--- src/hw/rtl/kvs_pkg.sv ---
// ----------------------------------------------------------------------------
// kvs_pkg: shared types and constants of the keyframe vec3 sampler
// Beat formats, key table row, sequencer states and table sizing.
// ----------------------------------------------------------------------------
package kvs_pkg;

    localparam int MAX_KEYS = 64;
    localparam int IDX_W    = 6;
    localparam int CNT_W    = 7;
    localparam int DAT_W    = 32;

    typedef struct packed {
        logic                    func;
        logic [IDX_W-1:0]        key_index;
        logic [DAT_W-1:0]        key_time;
        logic signed [DAT_W-1:0] key_x;
        logic signed [DAT_W-1:0] key_y;
        logic signed [DAT_W-1:0] key_z;
        logic [DAT_W-1:0]        sample_time;
    } t_in_beat;

    typedef struct packed {
        logic signed [DAT_W-1:0] out_x;
        logic signed [DAT_W-1:0] out_y;
        logic signed [DAT_W-1:0] out_z;
    } t_out_beat;

    typedef struct packed {
        logic [DAT_W-1:0] ktime;
        logic [DAT_W-1:0] kx;
        logic [DAT_W-1:0] ky;
        logic [DAT_W-1:0] kz;
    } t_key_row;

    typedef struct packed {
        logic start;
        logic done;
    } t_serial_ctl;

    localparam logic FUNC_WRITE  = 1'b0;
    localparam logic FUNC_SAMPLE = 1'b1;

    typedef enum logic [3:0] {
        S_IDLE,
        S_FIRST_RD,
        S_FIRST_CHK,
        S_LAST_RD,
        S_LAST_CHK,
        S_SEG_RD,
        S_SEG_CHK,
        S_DIV,
        S_MUL,
        S_PUT
    } t_state;

endpackage

--- src/hw/rtl/kvs_divider.sv ---
// ----------------------------------------------------------------------------
// kvs_divider: bit-serial restoring divider
// Gives floor(num * 2^31 / den) for num <= den, one quotient bit per cycle.
// ----------------------------------------------------------------------------
module kvs_divider (
    input  logic                       i_clk,
    input  logic                       i_rst_n,
    input  kvs_pkg::t_serial_ctl       i_ctl,
    input  logic [kvs_pkg::DAT_W-1:0]  i_num,
    input  logic [kvs_pkg::DAT_W-1:0]  i_den,
    output logic                       o_done,
    output logic [kvs_pkg::DAT_W-1:0]  o_quo
);
    import kvs_pkg::*;

    logic             r_busy, n_busy;
    logic             r_done, n_done;
    logic [4:0]       r_cnt, n_cnt;
    logic [DAT_W:0]   r_rem, n_rem;
    logic [DAT_W-1:0] r_quo, n_quo;
    logic [DAT_W-1:0] r_den, n_den;
    logic [DAT_W+1:0] w_diff;
    logic             w_bit;

    always_comb begin
        w_diff = {1'b0, r_rem} - {2'b00, r_den};
        w_bit  = ~w_diff[DAT_W+1];
        n_busy = r_busy;
        n_done = 1'b0;
        n_cnt  = r_cnt;
        n_rem  = r_rem;
        n_quo  = r_quo;
        n_den  = r_den;
        if (i_ctl.start) begin
            n_busy = 1'b1;
            n_cnt  = '0;
            n_rem  = {1'b0, i_num};
            n_den  = i_den;
        end else if (r_busy) begin
            // The remainder stays below the divisor, so the shifted value fits.
            n_rem = w_bit ? {w_diff[DAT_W-1:0], 1'b0} : {r_rem[DAT_W-1:0], 1'b0};
            n_quo = {r_quo[DAT_W-2:0], w_bit};
            n_cnt = r_cnt + 5'd1;
            if (r_cnt == 5'd31) begin
                n_busy = 1'b0;
                n_done = 1'b1;
            end
        end
    end

    always_ff @(posedge i_clk) begin
        if (!i_rst_n) begin
            r_busy <= 1'b0;
            r_done <= 1'b0;
        end else begin
            r_busy <= n_busy;
            r_done <= n_done;
        end
        r_cnt <= n_cnt;
        r_rem <= n_rem;
        r_quo <= n_quo;
        r_den <= n_den;
    end

    assign o_done = r_done;
    assign o_quo  = r_quo;

endmodule

--- config.mk ---
export PLATFORM = sky130hd
export DESIGN_NAME = kvs_divider
export DESIGN_NICKNAME = d
export VERILOG_FILES = /design/src/hw/rtl/kvs_pkg.sv /design/src/hw/rtl/kvs_divider.sv
export SDC_FILE = /design/constraint.sdc
export NUM_CORES = 1
export LEC_CHECK = 0
export BUFFER_PORTS_ARGS = -buffer_cell sky130_fd_sc_hd__buf_2
export CORE_MARGIN = 4
export CORE_UTILIZATION = 55
export CTS_CLUSTER_DIAMETER = 30
export DETAILED_ROUTE_END_ITERATION = 12
export PLACE_DENSITY = 0.78
export SETUP_SLACK_MARGIN = 0.1
export SKIP_CTS_REPAIR_TIMING = 1
export SYNTH_ARGS = -nofsm -noshare
export SYNTH_HDL_FRONTEND = slang
export SYNTH_SLANG_ARGS = --single-unit
--- constraint.sdc ---
create_clock -name i_clk -period 3.3 [get_ports i_clk]
set_input_delay 0.33 -clock i_clk [delete_from_list [all_inputs] [get_ports i_clk]]
set_output_delay 0.33 -clock i_clk [all_outputs]
set_load 0.01 [all_outputs]
# --- Word level (Yosys, flattened, before mapping) ---
# Index checks and enable logic that the tools add are counted.
totals:
  mem_bits_rw: 0
  output_inout_bits: 33
  romBits: 0
  elab_cells: 24
  ff_bits: 104
  latch_bits: 0
  input_bits: 68
  n_memories: 0
op_classes:
  bitwise: 4
  mul: 0
  muxes: 7
  n_lt_le_gt_ge: 0
  n_reduce_logical: 3
  shifts: 0
  n_eq_ne: 1
  div_mod_pow: 0
  add_sub_neg: 2
ops:
  columns: ["operator", "n"]
  rows:
  - ["two-way mux 32 bit", 2]
  - ["subtractor 33 x 32 -> 34 bit", 1]
  - ["two-way mux 33 bit", 1]
  - ["adder 5 x 1 -> 5 bit (second input constant)", 1]
  - ["== test 5 bit (second input constant)", 1]
  - ["two-way mux 1 bit", 4]
  - ["NOT 1 bit", 4]
  - ["OR reduction 3 bit", 1]
  - ["AND reduction 2 bit", 1]
  - ["nonzero test 2 bit", 1]

# --- Depth between registers and ports, before layout ---
logic_depth:
  word_depth: 4
  depth_mapped: 14
  ltp_nobuf: 13

# --- Least setup slack after synthesis ---
# Ideal clock, no wire load.
synth_timing:
  path_type: "flip-flop to flip-flop"
  startpoint: "register r_rem[0]"
  endpoint: "register r_rem[27], data pin"
  stages_incl_launch_ff: 14
  arrival_time_ns: 2.646
  path_buffers: 0
  t_required_ns: 3.041
  setup_slack_ns: 0.395
  synth_period_minus_slack_ns: 2.905
  setup_time_ns: 0.259
  cell_sequence: "edfxtp_1 inv_1 ha_1 inv_1 fa_1 a211oi_1 o211ai_1 a211oi_2 nor2_1 a21oi_1 o21ai_0 a211oi_1 a211oi_1 a211o_1"
synth_via:
  elab_chain_len: 4
synth_rtl:
  columns: ["item", "line", "text"]
  rows:
  - ["start, declared", "kvs_divider.sv:19", "logic [DAT_W:0] r_rem, n_rem;"]
  - ["start signal, assigned", "kvs_divider.sv:60", "r_rem <= n_rem;"]
  - ["subtractor 33 x 32 -> 34 bit", "kvs_divider.sv:26", "w_diff = {1'b0, r_rem} - {2'b00, r_den};"]
  - ["two-way mux 33 bit", "kvs_divider.sv:41", "n_rem = w_bit ? {w_diff[DAT_W-1:0], 1'b0} : {r_rem[DAT_W-1:0], 1'b0};"]
  - ["two-way mux 32 bit", "kvs_divider.sv:39", "end else if (r_busy) begin"]
  - ["two-way mux 32 bit", "kvs_divider.sv:34", "if (i_ctl.start) begin"]
  - ["named net n_rem[27]", "kvs_divider.sv:19", null]
# The timed path passes the listed nets, and every way through them passes these cells. The select of a mux whose other input is x is not followed.
# A chain may end at the register's enable or synchronous reset.

# --- Worst setup path in the final report ---
layout_timing:
  startpoint: "register r_rem[6]"
  endpoint: "register r_rem[20], data pin"
# Same word-level chain as after synthesis.

==> impl_metrics.ini <==
[run_status]
status = finished clean

[final_layout]
drive_above_1_share_pct = 25.49
diodes = 0
nFillCells = 815
multi_input_area_um2 = 2417
syn_to_final_growth_pct = 15.09
seq_area_um2 = 3043
final_nets = 714

[flow_run]
cap_violations = 0

[timing]
tightest_slew_ns = 0.9754
fin_crit_sh_pct = 92.59
rsz0062_at_grt = yes
slew_viol_final = 0
slew_headroom_pct = 34.84
layout_setup_ws_ns = 0.2444
fin_crit_ns = 3.056
holdWs_ns = 0.1060
fin_worst_skew_ns = 0.01349
fmaxAchievable_ghz = 0.3273
setup_viol = 0
fin_setup_tns_ns = 0
hold_violations = 0

[yosys]
synth-warning-count = 0
syn-num-nets = 615
netlist_area_um2 = 5688
synth_top_area_share_pct = 50.68
synth_top_cell_by_area = edfxtp_1
netlist_instances = 512
synth-simple-area-share_pct = 9.943
syn_avg_cell_area_um2 = 11.11
async_flop_share_pct = 0
synth_flop_cell = edfxtp_1
synth_top_family_by_area = compound AO/OA/AOI/OAI gates
synth_compound_area_share_pct = 15.02
yosysSeqAreaShare_pct = 53.50
synth.area.top_cells = edfxtp_1, ha_1, a21oi_1
synthMuxAreaShare_pct = 5.015
synth_edf_count = 96
synth_fa_ha_area_share_pct = 7.831
synthXorXnorAreaFrac_pct = 4.158
yosys_register_bits = 104
yosysUniqueCellTypes = 48

[place]
numPortBuffers = 99
gp_congestion = 0.8970
dp_slack_ns = 0.1031
dpl.hpwl_mm = 8.538

[floorplan]
fp.dieW_um = 109.7
start_util_pct = 57.40
die_y_um = 109.7
ioPinCount = 101
die_area_um2 = 12030
core-area_um2 = 9910
rows = 36

[global_route]
grt_pass1_wl_mm = 19.08
grt_max_degree = 55
antenna_found_initial = 1
grt-ovfl-total = 0
grt_util_all_layers_pct = 20.55
first_global_vias = 4211

[route]
via_per_inst = 5.538
route.detailed.wl_per_inst_um = 15.31
drc = 0
drt_iter0_markers = 132
drtPass1Iterations = 4
vias = 4148
routed_wl_mm = 11.46
antenna_left = 0

[worst_setup_path]
cp.required_ns = 3.45
start_kind = flop
worst-path-max-fanout = 6
critPathKind = reg2reg
r2r_slack_ns = 0.24
cp-end-kind = flop
critPathArrivalTime_ns = 3.20

[clock_tree]
clk_pin_slew_ns = 0.10
clock-root-buffer = clkbuf_8
htreeDepth = 3
cts_buffers = 9
clock_path_buffers = 2
cts.sinks = 104
cts_tree = built
clock_latency_ns = 0.39

[power]
leakagePower_nw = 2.717
vdd.ir_drop.worst_uv = 443.8
powerDensity_nw_per_um2 = 662.7

[worst_hold_path]
hold_path_class = in2reg
## stage by stage
stage               cells  total power, mW  util [%]  cell area, um^2
floorplan             512            3.165         -             5688
finish                749            4.338     66.06             6546
global route          749            4.659     66.06             6546
detailed placement    732            3.590     63.96             6339
global placement      732            3.528     63.96             6339
CTS                   748            4.338     65.76             6516
## cells in the final DEF (no fill, tap or decap), drive strengths merged, types with 2 or more instances in the layout
master,count
o2111ai,3
buf,108
nor3b,5
ha,34
nand2b,6
o21bai,4
dfxtp,8
clkbuf,9
inv,44
xor2,11
mux2,20
mux2i,6
a211o,2
o21a,6
a21oi,62
and3,5
nor3,3
a21boi,2
edfxtp,96
a31oi,4
o211ai,4
o21ai,30
a311o,2
a211oi,4
xnor2,16
nand3,7
nand4,7
or2,2
nand2,29
a21o,10
and2,5
clkinv,3
nor2,41
nor2b,7
## worst paths after layout
check                           start             endpoint  cells after the start
setup / recovery   r_rem[6]$_DFFE_PP_  r_rem[20]$_DFFE_PP_                     11
hold / removal              i_den[27]  r_den[27]$_DFFE_PP_                      1
setup reg to reg   r_rem[6]$_DFFE_PP_  r_rem[20]$_DFFE_PP_                     11
hold reg to reg   o_quo[29]$_DFFE_PP_  o_quo[30]$_DFFE_PP_                      0
## logic make-up after synthesis
kind of cell	Yosys count
AOI/OAI and AO/OA	140
and+or+nand+nor	119
DFF	104
buffers and inverters	61
adders and majority gates	35
xor gates and xnor gates	27
muxes	26
## power by group
group	total, mW	switching (mW)	internal, mW
Clock	0.743	0.461	0.282
Sequential	1.75	0.0895	1.66
Combinational	1.85	1.02	0.823
Total	4.34	1.57	2.76
## worst max-delay path, stage by stage (launching register included)
cell,delay [ns]
edfxtp_1,0.42
ha_1,0.40
a21oi_1,0.22
nand2_1,0.08
o2111ai_1,0.36
o21ai_2,0.13
buf_4,0.17
a31oi_1,0.33
o21ai_0,0.19
xnor2_1,0.17
a21oi_1,0.08
mux2_2,0.26
## area by class of cell
| class | instances | area share, % |
|---|---|---|
| flip-flops and latches | 104 | 46.48 |
| clock buffers | 9 | 1.892 |
| clock inverters | 7 | 0.8219 |
| inverters | 41 | 2.351 |
| multi-input cells | 347 | 36.93 |
| well taps | 133 | 2.542 |
| repair buffers | 108 | 8.983 |
## state kept, by name (all words and copies together) (netlist names)
signal / cells
o_done: 1
r_rem: 33
r_busy: 1
o_quo: 32
r_den: 32
r_cnt: 5
## routing by layer
metal  vias up  part of all wire, %  GRT usage (%)  wire length, um
met1      1986                   44          25.04             5070
met3        17                  5.0          6.342              568
met5         -                 0.11              0               13
met2        82                   49          35.14             5671
li1       2061                    -              -                -
met4         2                  1.2          6.055              141
## synthesized netlist by cell type (4+ instances only)
| cell type | n |
|---|---|
| a21o_1 | 10 |
| a21oi_1 | 59 |
| a31oi_1 | 4 |
| and2_1 | 5 |
| and3_1 | 5 |
| buf_2 | 5 |
| clkbuf_1 | 12 |
| dfxtp_1 | 8 |
| edfxtp_1 | 96 |
| ha_1 | 34 |
| inv_1 | 41 |
| mux2_2 | 20 |
| mux2i_1 | 6 |
| nand2_1 | 29 |
| nand2b_1 | 6 |
| nand3_1 | 7 |
| nand4_1 | 7 |
| nor2_1 | 41 |
| nor2b_1 | 7 |
| nor3b_1 | 5 |
| o211ai_1 | 4 |
| o21a_1 | 6 |
| o21ai_0 | 26 |
| o21bai_1 | 4 |
| xnor2_1 | 16 |
| xor2_1 | 11 |
No activity file was read; power rests on OpenSTA's default activity.
