### src/hw/rtl/kvs_pkg.sv
// ----------------------------------------------------------------------------
// kvs_pkg: shared types and constants of the keyframe vec3 sampler
// Beat formats, key table row, sequencer states and table sizing.
// ----------------------------------------------------------------------------
package kvs_pkg;

    localparam int MAX_KEYS = 64;
    localparam int IDX_W    = 6;
    localparam int CNT_W    = 7;
    localparam int DAT_W    = 32;

    typedef struct packed {
        logic                    func;
        logic [IDX_W-1:0]        key_index;
        logic [DAT_W-1:0]        key_time;
        logic signed [DAT_W-1:0] key_x;
        logic signed [DAT_W-1:0] key_y;
        logic signed [DAT_W-1:0] key_z;
        logic [DAT_W-1:0]        sample_time;
    } t_in_beat;

    typedef struct packed {
        logic signed [DAT_W-1:0] out_x;
        logic signed [DAT_W-1:0] out_y;
        logic signed [DAT_W-1:0] out_z;
    } t_out_beat;

    typedef struct packed {
        logic [DAT_W-1:0] ktime;
        logic [DAT_W-1:0] kx;
        logic [DAT_W-1:0] ky;
        logic [DAT_W-1:0] kz;
    } t_key_row;

    typedef struct packed {
        logic start;
        logic done;
    } t_serial_ctl;

    localparam logic FUNC_WRITE  = 1'b0;
    localparam logic FUNC_SAMPLE = 1'b1;

    typedef enum logic [3:0] {
        S_IDLE,
        S_FIRST_RD,
        S_FIRST_CHK,
        S_LAST_RD,
        S_LAST_CHK,
        S_SEG_RD,
        S_SEG_CHK,
        S_DIV,
        S_MUL,
        S_PUT
    } t_state;

endpackage

### src/hw/rtl/kvs_blend_lane.sv
// ----------------------------------------------------------------------------
// kvs_blend_lane: one component of the linear blend
// Shift-and-add product of (b - a) and the fraction, one fraction bit per
// cycle, then a + round(product / 2^31).
// ----------------------------------------------------------------------------
module kvs_blend_lane (
    input  logic                              i_clk,
    input  logic                              i_rst_n,
    input  kvs_pkg::t_serial_ctl              i_ctl,
    input  logic signed [kvs_pkg::DAT_W-1:0]  i_a,
    input  logic signed [kvs_pkg::DAT_W-1:0]  i_b,
    input  logic [kvs_pkg::DAT_W-1:0]         i_frac,
    output logic                              o_done,
    output logic signed [kvs_pkg::DAT_W-1:0]  o_res
);
    import kvs_pkg::*;

    localparam int ACC_W = 2*DAT_W + 2;

    logic                    r_busy, n_busy;
    logic                    r_done, n_done;
    logic [4:0]              r_cnt, n_cnt;
    logic [DAT_W-1:0]        r_frac, n_frac;
    logic signed [DAT_W:0]   r_diff, n_diff;
    logic signed [DAT_W-1:0] r_a, n_a;
    logic signed [ACC_W-1:0] r_acc, n_acc;
    logic signed [ACC_W-1:0] w_rnd;

    always_comb begin
        n_busy = r_busy;
        n_done = 1'b0;
        n_cnt  = r_cnt;
        n_frac = r_frac;
        n_diff = r_diff;
        n_a    = r_a;
        n_acc  = r_acc;
        if (i_ctl.start) begin
            n_busy = 1'b1;
            n_cnt  = '0;
            n_frac = i_frac;
            n_a    = i_a;
            n_diff = {i_b[DAT_W-1], i_b} - {i_a[DAT_W-1], i_a};
            n_acc  = '0;
        end else if (r_busy) begin
            // Most significant fraction bit first.
            n_acc = (r_acc <<< 1)
                  + (r_frac[DAT_W-1] ? ACC_W'(r_diff) : ACC_W'(0));
            n_frac = {r_frac[DAT_W-2:0], 1'b0};
            n_cnt  = r_cnt + 5'd1;
            if (r_cnt == 5'd31) begin
                n_busy = 1'b0;
                n_done = 1'b1;
            end
        end
    end

    always_ff @(posedge i_clk) begin
        if (!i_rst_n) begin
            r_busy <= 1'b0;
            r_done <= 1'b0;
        end else begin
            r_busy <= n_busy;
            r_done <= n_done;
        end
        r_cnt  <= n_cnt;
        r_frac <= n_frac;
        r_diff <= n_diff;
        r_a    <= n_a;
        r_acc  <= n_acc;
    end

    // An arithmetic shift floors, which rounds half up once the half is added.
    assign w_rnd  = (r_acc + ACC_W'(64'sh4000_0000)) >>> 31;
    assign o_res  = r_a + w_rnd[DAT_W-1:0];
    assign o_done = r_done;

endmodule

### config.mk
export PLATFORM = sky130hd
export DESIGN_NAME = kvs_blend_lane
export DESIGN_NICKNAME = d
export VERILOG_FILES = /design/src/hw/rtl/kvs_pkg.sv /design/src/hw/rtl/kvs_blend_lane.sv
export SDC_FILE = /design/constraint.sdc
export NUM_CORES = 1
export LEC_CHECK = 0
export ABC_AREA = 1
export BUFFER_PORTS_ARGS = -buffer_cell sky130_fd_sc_hd__buf_2
export CORE_ASPECT_RATIO = 2
export CORE_MARGIN = 5
export CORE_UTILIZATION = 57
export CTS_BUF_LIST = sky130_fd_sc_hd__clkbuf_8
export CTS_CLUSTER_DIAMETER = 200
export DETAILED_ROUTE_END_ITERATION = 16
export PLACE_DENSITY = 0.8
export SLEW_MARGIN = 25
export SYNTH_ARGS = -nofsm -noshare
export SYNTH_HDL_FRONTEND = slang
export SYNTH_SLANG_ARGS = --single-unit
export TNS_END_PERCENT = 1
### constraint.sdc
create_clock -name i_clk -period 2.89 [get_ports i_clk]
set_input_delay 0.4335 -clock i_clk [delete_from_list [all_inputs] [get_ports i_clk]]
set_output_delay 0.4335 -clock i_clk [all_outputs]
set_load 0.005 [all_outputs]
## Word level (Yosys, flattened, before mapping)

Index checks and enable logic that the tools add are counted.
W data, S select, Z words.

| storage, ports and cells | value |
|---|---|
| flip-flop bits (word level) | 167 |
| bits of input ports | 100 |
| output and inout bits | 33 |

| cells by class | value |
|---|---|
| add/sub/neg operators | 5 |
| eq/ne operators | 1 |
| multiplexer cells | 7 |
| bitwise gates (word level) | 2 |
| reductions and logical operators | 2 |

Operator list:

| operator | number |
|---|---|
| $mux W32 | 2 |
| $add A63 B32 Y63 const B | 1 |
| $add A63 B63 Y63 | 1 |
| $mux W63 | 1 |
| $sub A32 B32 Y33 | 1 |
| $add A32 B32 Y32 | 1 |
| $add A5 B1 Y5 const B | 1 |
| $eq A5 B5 Y1 const B | 1 |
| $mux W1 | 4 |
| $reduce_or A3 Y1 | 1 |
| $not A1 Y1 | 2 |
| $reduce_bool A2 Y1 | 1 |

## Longest topological paths before layout

Gate-level depths: netlist (run 1).

| depth | value |
|---|---|
| depth after elaboration | 4 |
| gate-level depth with buffers | 21 |
| gate-level depth less buffers | 21 |

## Worst setup path after synthesis (run 1)

No wires, ideal clock.

| path | value |
|---|---|
| path type | flip-flop to output port |
| from | reg r_acc[30] |
| to | out o_res[26] (netlist bit) |
| arrival | 2.691 ns |
| slack | -0.234 ns |
| stages on the path, launching flop included | 19 |
| path buffers | 0 |
| cell sequence | dfxtp_1 -> ha_1 -> nand3_2 -> nor3_4 -> nand2_2 -> nor2_2 -> nand2_2 -> nor2_4 -> nand2_2 -> xor2_1 -> inv_1 -> ha_1 -> nand2_1 -> nor2_1 -> nand2_1 -> or2_2 -> nand3_1 -> nand2_1 -> nand2_1 |

| between the ends | value |
|---|---|
| longest elaborated chain between the ends | 2 |

RTL lines:

| what | line | source |
|---|---|---|
| start, declared | kvs_blend_lane.sv:26 | `logic signed [ACC_W-1:0] r_acc, n_acc;` |
| start signal, assigned | kvs_blend_lane.sv:69 | `r_acc <= n_acc;` |
| $add A63 B32 Y63 | kvs_blend_lane.sv:73 | `assign w_rnd = (r_acc + ACC_W'(64'sh4000_0000)) >>> 31;` |
| $add A32 B32 Y32 | kvs_blend_lane.sv:74 | `assign o_res = r_a + w_rnd[DAT_W-1:0];` |
| end, declared | kvs_blend_lane.sv:14 | `output logic signed [kvs_pkg::DAT_W-1:0] o_res` |

No other way between the ends.

## Final worst setup path (run 1)

| path | value |
|---|---|
| from | reg r_acc[31] |
| to | out o_res[30] (netlist bit) |

Same word-level chain as after synthesis.

==> results.md, run 1 <==
- The run finished, with violations left.
- The final reports fail on setup timing.
- The number of global-route vias before repair is 17700.
- The sum of overflow across all layers after global routing is 0.
- The startpoint of the most critical register-to-register path is r_frac[31].
- The sum of internal, switching and leakage power is 7.96 mW.
- The DRC violation total after the first TritonRoute iteration is 1240.
- The post-route clock skew is 0.0216 ns.
- Fill cells in the final layout number 2466.
- Detailed routing inserted a total of 17800 vias.
- The relative slew slack is 44.1%.
- For the worst-skew pair, the clock arrives at the later sink with an insertion delay of 0.53 ns.
- The clock tree root buffer cell is sky130_fd_sc_hd__clkbuf_8.
- The delay contributed by the slowest stage of the critical path is 0.40 ns.
- For this run, the top clock speed supported by timing is 253 MHz.
- For the pin with the worst max-slew slack, the measured transition is 0.833 ns.
- The number of nets in the synthesized netlist is 2779.
- The final hold violation count is 0.
- The H-tree depth reported by CTS is 4.
- The synthesized netlist devotes 8.85% of its cell area to compound gates.
- The HPWL after detailed placement is 47200 µm.
- Setup violations remaining at the end of the flow were counted as 28.
- For this run, the share of the core covered by cells in the final layout is 72.2%.
- The number of cells on the worst reg-to-reg path is 17.
- The cell leakage power is 10.9 nW.
- The final routed wire length divided by cell count is 17.7 µm.
- Relative to the synthesized area, the layout overhead comes to 25.5%.
- The number of nets in the layout is 3143.
- Sequential cells were found to cover 27.3% of the synthesized design area.
- After clock tree synthesis, the flow added hold-fix buffers numbering 0.
- The endpoint arrival time on the critical path is 3.52 ns.
- The multi-input combinational cells in the finished layout cover a total of 0.0104 mm².
- In this run the tool buffered the top-level ports with 131 buffer cells.
- The clock-pin slew on the worst setup and hold paths is 0.11 ns.
- Multiplexer cells account for 0% of the synthesized area.
- Summed over all failing endpoints, the final setup total negative slack is -24.13 ns.
- Of all cell types, the one taking the most synthesized area is sky130_fd_sc_hd__nand2_1.
- In the layout the commonest cells are sky130_fd_sc_hd__nand2_1 (960), sky130_fd_sc_hd__inv_1 (451), sky130_fd_sc_hd__buf_4 (232).
- In the final layout, flip-flops and latches occupy 0.00432 mm².
- The number of detailed-route iterations in the first pass is 10.
- The number of pins exceeding their max-slew limit in the final report is 0.
- The clock buffer count from CTS is 17.
- After detailed routing, the total wire length is 58100 µm.
- Cells with a size suffix above 1 make up 18.9% of the layout.
- At the worst endpoint, the required time is 2.46 ns.
- For this run, the number of standard cells in the final layout without fillers is 3277.
- Counting buffers and inverters, the worst setup path is 19 cells deep.
- The most common cell after layout, fill and taps aside is sky130_fd_sc_hd__nand2_1.
- Among all flip-flop cells after synthesis, the most frequent one is sky130_fd_sc_hd__edfxtp_1.
- Max-cap violations in this run came to 0.
- In this run the power density over the cells is 402 mW/mm².
- The final critical-path required period is 3.96 ns.
- The chip width is 128 µm.
- By area, the combinational part of the netlist is dominated by simple AND/OR/NAND/NOR gates.
- The number of antenna-violating nets in the routed design is 0.
- The worst-case register-to-register setup slack is 0.09 ns.
- The path class of the tightest hold or removal check is in2reg.
- The maximum number of pins on one net before global-route repair is 62.
- Setup repair after global routing could not meet its margin everywhere.
- The post-placement cell count is 3240.
- The post-route DRC violation count is 0.
- For this design, the sink count on the clock tree is 167.
- The number of core rows is 86.
- The capturing instance or port of the critical path is o_res[30].
- Of all flip-flops after synthesis, the portion carrying an async set or reset was 0%.
- The effective utilization at floorplan is 57.5%.
- Yosys printed 0 warnings.
- The buffers plus inverters on the worst setup path is 3.
- The area of the core region is 0.0274 mm².
- In this run the worst path has a maximum fanout of 5.
- The die height is 245 µm.
- The synthesized netlist devotes 36.1% of its cell area to simple gates.
- Of the post-synthesis cell area, the dominant cell type holds 23.5%.
- The type of destination of the critical path is a primary output.
- Summing the areas of all xor and xnor instances in the mapped netlist gives 5.77% of the synthesized area.
- Among the stages of the critical path, the cell type that occurs most often is sky130_fd_sc_hd__nand2_1.
- The synthesized area divided by synthesized cell count is 6.19 µm².
- The critical path launch point type is a register.
- Summing the areas of all fa, ha and maj instances in the mapped netlist gives 10.5% of the synthesized area.
- The routed via count divided by cell count is 5.43.
- Pin placement for this block handled 133 I/O pins.
- The count of different cell masters after synthesis is 40.
- The cell type group with the largest total delay on the critical path is simple AND/OR/NAND/NOR gates.
- The worst setup path is of the reg2out kind.
- The clock passes through at most 2 buffers.
- The count of flip-flops with a built-in enable after synthesis is 97.
- The standard cell with the maximum stage delay on the critical path is sky130_fd_sc_hd__dfxtp_4.
- The peak supply drop is 0.000435 V.
- The number of flip-flops and latches in the synthesized netlist is 167.
- The worst-case setup margin in the final layout is -1.07 ns.
- The number of antenna violations at the first check in global routing is 1.
- The total global-route track usage is 36.3%.
- The cell area after technology mapping is 0.0158 mm².
- The signal on the critical path passes through ha_4 -> nand3_4 -> nor3_4 -> nand4_1 -> inv_1 -> nand2_1 -> nor2_2 -> xnor2_1 -> inv_1 -> ha_4 -> a21oi_2 -> o21ai_1 -> a21oi_1 -> o221ai_1 -> nor2_1 -> nand2_1 -> nand2_1 -> nand2_1 -> buf_2.
- The endpoint identified for the worst register-to-register timing path is r_acc[52].
- The number of inserted diodes is 0.
- The clock tree from TritonCTS is done.
- The first global-routing pass estimated 88200 µm of wire.
- The portion of the clock cycle consumed by the worst path in the final layout is 137%.
- The overall die area is 0.0313 mm².
- At the end of routability-driven placement, the weighted congestion stood at 1.11.
- The critical path startpoint is r_acc[31].
- By area the synthesized netlist is led by sky130_fd_sc_hd__nand2_1 (24%), sky130_fd_sc_hd__edfxtp_1 (18%), sky130_fd_sc_hd__inv_1 (11%).
- The post-synthesis cell count is 2548.
[timing repair]
action                                  in CTS  in global routing
cloned                                       0                  0
setup buffers                                5                  0
endpoints found under the setup margin      29                 57
resized for setup                           90                 71
pin swaps                                   20                 11
[final cells by class]
class	instances	share of cell area, %
multi-input cells	1903	52.8
flip-flops and latches	167	21.8
clock buffers	17	1.18
inverters	455	8.62
clock inverters	15	0.872
well taps	352	2.22
repair buffers	368	12.5
[registers in the layout, summed over array words and instances (netlist names)]
signal	flops
r_acc	63
r_diff	33
r_a	32
r_frac	32
r_cnt	5
o_done	1
r_busy	1
[synthesized netlist by cell type (5+ instances only)]
| cell | count |
|---|---|
| sky130_fd_sc_hd__a21o_1 | 6 |
| sky130_fd_sc_hd__a21oi_1 | 133 |
| sky130_fd_sc_hd__a31oi_1 | 5 |
| sky130_fd_sc_hd__and2_1 | 7 |
| sky130_fd_sc_hd__clkbuf_1 | 20 |
| sky130_fd_sc_hd__dfxtp_1 | 70 |
| sky130_fd_sc_hd__edfxtp_1 | 97 |
| sky130_fd_sc_hd__ha_1 | 128 |
| sky130_fd_sc_hd__inv_1 | 452 |
| sky130_fd_sc_hd__nand2_1 | 989 |
| sky130_fd_sc_hd__nand3_1 | 109 |
| sky130_fd_sc_hd__nand3b_1 | 8 |
| sky130_fd_sc_hd__nand4_1 | 31 |
| sky130_fd_sc_hd__nor2_1 | 216 |
| sky130_fd_sc_hd__nor3_1 | 23 |
| sky130_fd_sc_hd__nor4_1 | 8 |
| sky130_fd_sc_hd__o211ai_1 | 5 |
| sky130_fd_sc_hd__o21ai_0 | 84 |
| sky130_fd_sc_hd__o21bai_1 | 10 |
| sky130_fd_sc_hd__xnor2_1 | 42 |
| sky130_fd_sc_hd__xor2_1 | 62 |
[where the power goes]
| group | leakage [nW] | switching, mW | total [mW] | internal [mW] |
|---|---|---|---|---|
| clock network | 0.206 | 1.13 | 1.79 | 0.661 |
| registers | 1.54 | 0.160 | 2.96 | 2.80 |
| logic | 9.15 | 1.88 | 3.21 | 1.33 |
| total | 10.9 | 3.18 | 7.96 | 4.79 |
[metrics by stage]
stage | hold slack [ns] | area [µm²] | worst slack (ns)
floorplan | 0.433 | 15900 | -0.114
global placement | 0.444 | 18700 | -0.585
detailed placement | 0.452 | 18700 | -0.618
CTS | 0.0872 | 19500 | -1.01
global route | 0.101 | 19800 | -1.30
finish | 0.110 | 19800 | -1.07
[per-layer routing]
| metal | GRT usage [%] | part of all wire (%) | vias to the layer above |
|---|---|---|---|
| met1 | 35.4 | 34 | 8098 |
| met2 | 66.7 | 51 | 696 |
| met5 | 0 | 0 | - |
| li1 | - | - | 8720 |
| met3 | 5.57 | 4.8 | 267 |
| met4 | 28.4 | 9.6 | 0 |
[worst min path at each step]
stage | startpoint | end | slack, ns | cells past startpoint
6_report | i_a[21] | r_a[21] | 0.11 | 1
4_1_cts | i_a[21] | r_a[21] | 0.09 | 1
2_1_floorplan | r_acc[20] | r_acc[20] | 0.43 | 2
3_5_place_dp | r_acc[25] | r_acc[25] | 0.45 | 2
3_3_place_gp | r_acc[15] | r_acc[15] | 0.44 | 2
5_1_grt | i_a[21] | r_a[21] | 0.10 | 1
[cells by family after synthesis]
| group | after synthesis |
|---|---|
| and+or+nand+nor | 1410 |
| buffers and inverters | 478 |
| AOI/OAI and AO/OA | 258 |
| DFF | 167 |
| adders and majority gates | 131 |
| xor gates and xnor gates | 104 |
No activity file was read; power rests on OpenSTA's default activity.
==> run 2, diff against run 1 <==
Settings changed: CTS_BUF_LIST sky130_fd_sc_hd__clkbuf_8 to sky130_fd_sc_hd__clkbuf_4 sky130_fd_sc_hd__clkbuf_8.
==> run 2 against run 1 <==
  * The run still ends with setup timing left
  * Sequential cell count is the same
  * Register-to-register slack is essentially flat
  * Cell count is essentially flat
  * Critical path depth is the same
  * Combinational power is essentially flat
  * Sequential share of layout area is essentially flat
  * Global-route usage is essentially flat
  * Fmax grew 0.31%
  * Critical endpoint unchanged
==> results.md, run 2 (synthesis results as in run 1) <==
- For this run, the detailed router's first-pass iteration total came to 7.
- The die covers 0.0313 mm².
- On the worst path, the slowest cell contributes a delay of 0.40 ns.
- Of all nets on the critical path, the largest fanout is 5.
- The post-route DRC violation count is 0.
- STA classifies the critical path endpoint as a primary output.
- More flip-flops sit in one register than any other, and that register is r_acc.
- The worst path required time is 2.46 ns.
- The number of placed I/O pins is 133.
- The highest achievable clock rate is 253 MHz.
- The path type of the worst min-delay path is in2reg.
- The final number of setup-violating endpoints is 28.
- Counting I/O delays and the setup requirement, the final critical path takes 3.95 ns.
- Headroom to the max-slew limit came out at 42.7%.
- In the layout the commonest cells are sky130_fd_sc_hd__nand2_1 (960), sky130_fd_sc_hd__inv_1 (450), sky130_fd_sc_hd__buf_4 (232).
- In this run the remaining antenna-violating nets after routing total 0.
- Max-cap violations in this run came to 0.
- The placer's final routability congestion estimate is 1.11.
- The total overflow left after global routing is 0.
- The number of antenna violations at the first check in global routing was 1.
- The final hold violation count is 0.
- The routed via count divided by cell count is 5.43.
- The post-route worst hold slack is 0.117 ns.
- Summing over every cut layer, the via total after detailed routing is 17800.
- The flow ran to the end, but the final reports show violations.
- The clock tree from TritonCTS is done.
- The worst-case register-to-register setup slack is 0.08 ns.
- At the end of the flow, the number of nets in the layout was 3143.
- The chip width is 128 µm.
- The capturing instance or port of the critical path is o_res[30].
- The critical path starts at r_acc[31].
- Relative to the synthesized area, the layout overhead comes to 25.6%.
- Setup repair after global routing could not meet its margin everywhere.
- Clock-pin slew was measured on the worst setup and hold paths at 0.12 ns.
- The largest registers in the layout are r_acc: 63 flops, r_diff: 33 flops.
- The wire-length estimate of the detail-placed layout is 47200 µm.
- The clock network latency to the later pin of the worst-skew pair is 0.53 ns.
- The critical path launch point type is a register.
- The DRC violation total after the first TritonRoute iteration is 1165.
- At the worst endpoint, the arrival time is 3.51 ns.
- The signal on the critical path passes through ha_4 -> nand3_4 -> nor3_4 -> nand4_1 -> inv_1 -> nand2_1 -> nor2_2 -> xnor2_1 -> inv_1 -> ha_4 -> a21oi_2 -> o21ai_1 -> a21oi_1 -> o221ai_1 -> nor2_1 -> nand2_1 -> nand2_1 -> nand2_1 -> buf_2.
- Wires add up to 58300 µm.
- The cell count of the worst hold path is 1.
- The share of cells above drive strength 1 is 19.1%.
- Measured on the finished design, the core utilization comes to 72.2%.
- The area of the core region is 0.0274 mm².
- Leaving out fill and tap cells, the most frequent cell in the layout is sky130_fd_sc_hd__nand2_1.
- The H-tree depth reported by CTS is 4.
- The clock buffer count from CTS is 17.
- In the final routed layout, each cell accounts on average for 17.8 µm.
- The sum of internal, switching and leakage power is 7.98 mW.
- The startpoint of the most critical register-to-register path is r_frac[31].
- The checks that failed: setup timing.
- The end of the worst register-to-register path is r_acc[59].
- The worst-case setup margin in the final layout is -1.06 ns.
- The peak supply drop is 0.000433 V.
- For this design, the slowest cell found on the critical path is sky130_fd_sc_hd__dfxtp_4.
- The first global-routing pass estimated 88300 µm of wire.
- The finished layout holds 3278 standard cells, fillers aside.
- Grouping stages by cell kind, the critical path spends the most delay in simple AND/OR/NAND/NOR gates.
- The maximum root-to-sink buffer count is 2.
- The effective utilization at floorplan is 57.5%.
- The buffers plus inverters on the worst setup path is 3.
- The initialized floorplan defines 86 standard-cell rows.
- The die height is 245 µm.
- Power spread over the standard cell area amounts to 403 mW/mm².
- In this run the number of cells on the critical path is 19.
- The number of pins exceeding their max-slew limit in the final report was 0.
- The analysis attributes to cell leakage a power of 10.9 nW.
- Entering global routing, the biggest net connects 62 pins.
- The total global-route track usage is 36.4%.
- The number of buffer cells added on primary ports is 131.
- The post-placement cell count is 3240.
- The flip-flop count of the largest register, all copies and words added is 63.
- The slew at the pin with the worst max-slew slack is 0.854 ns.
- The classification of the worst setup path is reg2out.
- After layout, the worst path uses 137% of the clock period.
- Counting stages on the worst path, the most repeated cell is sky130_fd_sc_hd__nand2_1.
- Clock skew on the completed layout was measured at 0.0226 ns.
- Clock tree synthesis found a total of 167 sinks.
- The number of global-route vias before repair is 17700.
- The root buffer cell chosen for the clock tree is sky130_fd_sc_hd__clkbuf_8.
- The number of cells on the worst reg-to-reg path is 15.
==> run 2: where the power goes <==
group,internal (mW),switching [mW]
combinational,1.33,1.89
sequential,2.80,0.161
clock,0.674,1.13
==> run 2: layout make-up <==
class,count,area [µm²]
Antenna cell,1,2.50
Clock buffer,18,241
Clock inverter,14,169
Fill cell,2466,7620
Inverter,455,1710
Multi-Input combinational cell,1903,10500
Sequential cell,167,4320
Tap cell,352,440
Timing Repair Buffer,368,2480
==> run 2: timing repair <==
item                       CTS  global route
pin swaps                   20            11
gates resized for setup     90            74
hold buffers                 0             0
buffers inserted             5             0
setup endpoints to repair   29            57
==> run 2: worst min-delay path by stage <==
stage,slack (ns),end,start
after global placement,0.44,r_acc[15],r_acc[15]
final,0.12,r_a[21],i_a[21]
after detailed placement,0.45,r_acc[25],r_acc[25]
after global routing,0.10,r_a[21],i_a[21]
after CTS,0.09,r_a[21],i_a[21]
after floorplan,0.43,r_acc[20],r_acc[20]
==> run 2: worst reg2reg max path, cell delays in order, from the launching register on <==
cell	delay (ns)
sky130_fd_sc_hd__edfxtp_1	0.53
sky130_fd_sc_hd__nand2_2	0.18
sky130_fd_sc_hd__inv_1	0.09
sky130_fd_sc_hd__buf_12	0.18
sky130_fd_sc_hd__ha_1	0.41
sky130_fd_sc_hd__nand2_1	0.13
sky130_fd_sc_hd__nor2_1	0.15
sky130_fd_sc_hd__inv_1	0.09
sky130_fd_sc_hd__nor2_1	0.19
sky130_fd_sc_hd__nand2_1	0.25
sky130_fd_sc_hd__nor2_1	0.17
sky130_fd_sc_hd__nand2_1	0.09
sky130_fd_sc_hd__nand2_1	0.08
sky130_fd_sc_hd__nand2_1	0.04
sky130_fd_sc_hd__nand3_1	0.06
sky130_fd_sc_hd__nand2_1	0.06
==> run 2: metal layers <==
metal,global-route usage (%),vias up,part of all wire (%)
met5,0,-,0
met4,28.4,0,9.6
met3,5.57,265,5.0
met2,66.8,709,51
met1,35.5,8094,34
li1,-,8726,-
==> run 2: per-stage QoR <==
step | instance area [µm²] | setup WS [ns] | TNS, ns
floorplan | 15900 | -0.114 | -0.477
detailed placement | 18700 | -0.618 | -10.43
global placement | 18700 | -0.585 | -9.12
CTS | 19500 | -1.01 | -23.56
global route | 19800 | -1.30 | -29.35
finish | 19800 | -1.06 | -24.22
==> run 3, diff against run 2 <==
Settings changed: CORE_MARGIN 5 to 1.5.
==> run 3 against run 2 <==
  * The flow still finishes with violations (setup timing)
  * First-iteration DRC count up 18%
  * Die area down 8.2%
  * Routed wire length up 4.4%
  * Sequential power about the same
  * Largest power group unchanged
==> results.md, run 3 (synthesis results as in run 1) <==
- The run finished, with violations left.
- The final reports fail on setup timing.
- The root buffer cell chosen for the clock tree is sky130_fd_sc_hd__clkbuf_8.
- The first-pass GRT wire length is 91200 µm.
- After legalization and detailed placement, the total HPWL measured 48000 µm.
- The final critical path takes up 140% of the cycle.
- For the worst setup path, the data arrival time is 3.61 ns.
- The die covers 0.0288 mm².
- After detailed routing, the number of remaining DRC violations is 0.
- The startpoint identified for the worst hold timing path is i_a[28].
- The number of pins exceeding their max-slew limit in the final report was 0.
- The biggest fanout along the worst timing path is 4.
- Walking the worst path, the cells encountered are buf_4 -> nand3_4 -> nor2_4 -> nand4_4 -> nor2_4 -> buf_4 -> xor2_1 -> ha_1 -> a21oi_2 -> inv_1 -> a31oi_1 -> o21ai_0 -> buf_4 -> nand2_1 -> nand2_2 -> nand3_1 -> nand2_1 -> nand2_1 -> nand2_1 -> buf_2.
- The clock passes through at most 2 buffers.
- The H-tree generated during clock tree synthesis spans 4 levels.
- The cell leakage power is 10.9 nW.
- The flip-flop count of the largest register, all copies and words added is 63.
- Routability-driven placement finished with a final weighted congestion of 1.05.
- Once detail routing completed, the nets flagged for antenna violations numbered 0.
- The most common cell type on the critical path is sky130_fd_sc_hd__nand2_1.
- Timing would allow up to 247 MHz.
- The ratio of total power to cell area is 408 mW/mm².
- The design draws 8.04 mW.
- After global routing the overflow that remains totals 0.
- The floorplan has 86 rows.
- The critical path in this run is classified as reg2out.
- The end of the worst register-to-register path is r_acc[58].
- The clock buffer count from CTS is 17.
- The top cell types in the final layout, fill and taps aside, are sky130_fd_sc_hd__nand2_1 (959), sky130_fd_sc_hd__inv_1 (447), sky130_fd_sc_hd__buf_4 (220).
- The final critical-path required period is 4.04 ns.
- The final hold violation count is 0.
- The summed negative setup slack over all endpoints is -26.21 ns.
- The library cell used most frequently in the layout, excluding fill and tap cells, is sky130_fd_sc_hd__nand2_1.
- STA classifies the critical path endpoint as a primary output.
- The worst hold endpoint is r_a[28].
- 133 I/O pins were placed.
- The path type of the worst min-delay path is in2reg.
- Measured along the y axis, the die boundary spans 238 µm.
- After clock tree synthesis, the clock-pin slew on the worst setup and hold paths is 0.12 ns.
- After floorplanning, the core was sized to cover 0.0274 mm².
- The number of violations of the max-capacitance limit is 0.
- Buffers placed on the I/O ports in this run total 131.
- The peak supply drop is 0.000420 V.
- The final core area utilization is 71.8%.
- Clock skew on the completed layout was measured at 0.0180 ns.
- The number of detailed-route iterations in the first pass is 8.
- The relative slew slack is 40.7%.
- For the pin with the worst max-slew slack, the measured transition is 0.883 ns.
- The routed layout has 18000 vias.
- The number of antenna violations at the first check in global routing was 1.
- Wires add up to 60900 µm.
- TritonCTS built the clock tree.
- The routed via count divided by cell count is 5.51.
- The instance count on the critical path is 20.
- The maximum number of pins on one net before global-route repair is 67.
- The cell type group with the largest total delay on the critical path is simple AND/OR/NAND/NOR gates.
- The sequential cells in the finished layout cover a total of 0.00432 mm².
- The multi-input combinational cell area is 0.0104 mm².
- In this run, the number of DRC markers left after iteration 0 of detailed routing was 1371.
- In this design, the stage delay of the slowest critical-path cell is 0.37 ns.
- The share of cells above drive strength 1 is 18.7%.
- The clock network latency to the later pin of the worst-skew pair is 0.53 ns.
- The chip width is 121 µm.
- The initial utilization of the core area, before any placement, comes to 57.5%.
- The worst-case register-to-register setup slack is -0.03 ns.
- The pre-CTS setup slack is -0.551 ns.
- Setup violations remaining at the end of the flow were counted as 30.
- After filler insertion, the fill cell instance count of the layout stands at 2344.
- The register ranked first by flip-flop count is r_acc.
- The final layout contains 3131 nets.
- Including well taps, the total number of placed cells is 3225.
- The critical path launch point type is a register.
- The number of sinks on the clock net is 167.
- The worst-case setup margin in the final layout is -1.15 ns.
- Setup repair after global routing could not meet its margin everywhere.
- After detailed routing, the average wire length per cell comes to 18.6 µm.
- The number of global-route vias before repair is 17900.
- The layout overhead on the synthesized area is 24.9%.
- The startpoint identified for the worst register-to-register timing path is r_frac[31].
- The finished layout holds 3266 standard cells, fillers aside.
- In the final layout, the registers with the most flip-flops are r_acc: 63 flops, r_diff: 33 flops.
- The standard cell with the maximum stage delay on the critical path is sky130_fd_sc_hd__dfxtp_2.
- The critical path contains buffers and inverters numbering 5 combined.
- Along the worst hold path, the cell count comes to 1.
- The number of cells on the worst reg-to-reg path is 17.
- Data on the critical path is required at its endpoint by 2.46 ns.
- Global routing used 42.1% of the available tracks across all layers.
## run 3: cell count changes in the layout (fill, tap and decap cells not counted), sizes merged
cell / change
buf: -12
inv: -3
clkbuf: -1
clkinv: +4
## run 3: metal layers
metal	GRT usage (%)	wire length (µm)	share of wire (%)	vias up
met1	39.4	20400	34	8179
li1	-	-	-	8702
met5	0	0	0	-
met3	9.49	3870	6.3	316
met4	37.9	6710	11	0
met2	74.6	29900	49	802
## run 3: worst max-delay path by stage
stage / startpoint / to / slack (ns)
2_1_floorplan: r_acc[30] / o_res[31] / -0.11
3_3_place_gp: r_acc[31] / o_res[25] / -0.52
3_5_place_dp: r_acc[31] / o_res[30] / -0.55
4_1_cts: r_acc[31] / o_res[31] / -1.03
5_1_grt: r_acc[30] / o_res[21] / -1.29
6_report: r_acc[30] / o_res[21] / -1.15
## run 3: timing repair
action / in CTS / in global routing
pin swaps: 20 / 32
gates resized for setup: 64 / 99
hold buffers: 0 / 0
setup endpoints to repair: 29 / 53
setup buffers: 5 / 3
gates cloned: 0 / 0
## run 3: per-stage QoR
step / instance area (µm²) / hold WS [ns]
finish: 19700 / 0.0878
global route: 19700 / 0.0822
CTS: 19300 / 0.0744
detailed placement: 18600 / 0.456
global placement: 18600 / 0.447
floorplan: 15900 / 0.433
## run 3: final cells by class
type                       instances  area share (%)
timing repair buffer             356            12.2
clock inverter                    15            1.07
tap                              352            2.24
inverter                         455            8.69
clock buffer                      17            1.19
antenna                            1          0.0127
sequential                       167            21.9
multi-input combinational       1903            52.7
## run 3: worst register-to-register path, cell delays in order (launching register included)
cell,delay (ns)
sky130_fd_sc_hd__edfxtp_1,0.43
sky130_fd_sc_hd__buf_12,0.19
sky130_fd_sc_hd__nand2_1,0.07
sky130_fd_sc_hd__inv_1,0.04
sky130_fd_sc_hd__ha_1,0.37
sky130_fd_sc_hd__nand2_1,0.14
sky130_fd_sc_hd__nor2_1,0.11
sky130_fd_sc_hd__nand2_1,0.05
sky130_fd_sc_hd__nand3_1,0.18
sky130_fd_sc_hd__nand2_1,0.09
sky130_fd_sc_hd__nand2_1,0.21
sky130_fd_sc_hd__nand2_1,0.08
sky130_fd_sc_hd__nand2_1,0.31
sky130_fd_sc_hd__nand2_1,0.25
sky130_fd_sc_hd__nand2_1,0.11
sky130_fd_sc_hd__nand2_1,0.05
sky130_fd_sc_hd__nand3_1,0.09
sky130_fd_sc_hd__nand2_1,0.06
## run 3: power by group
part | switching, mW | internal [mW] | leakage [nW] | total, mW
registers | 0.153 | 2.80 | 1.54 | 2.95
clock network | 1.18 | 0.687 | 0.217 | 1.87
logic | 1.94 | 1.29 | 9.10 | 3.22
total | 3.27 | 4.77 | 10.9 | 8.04
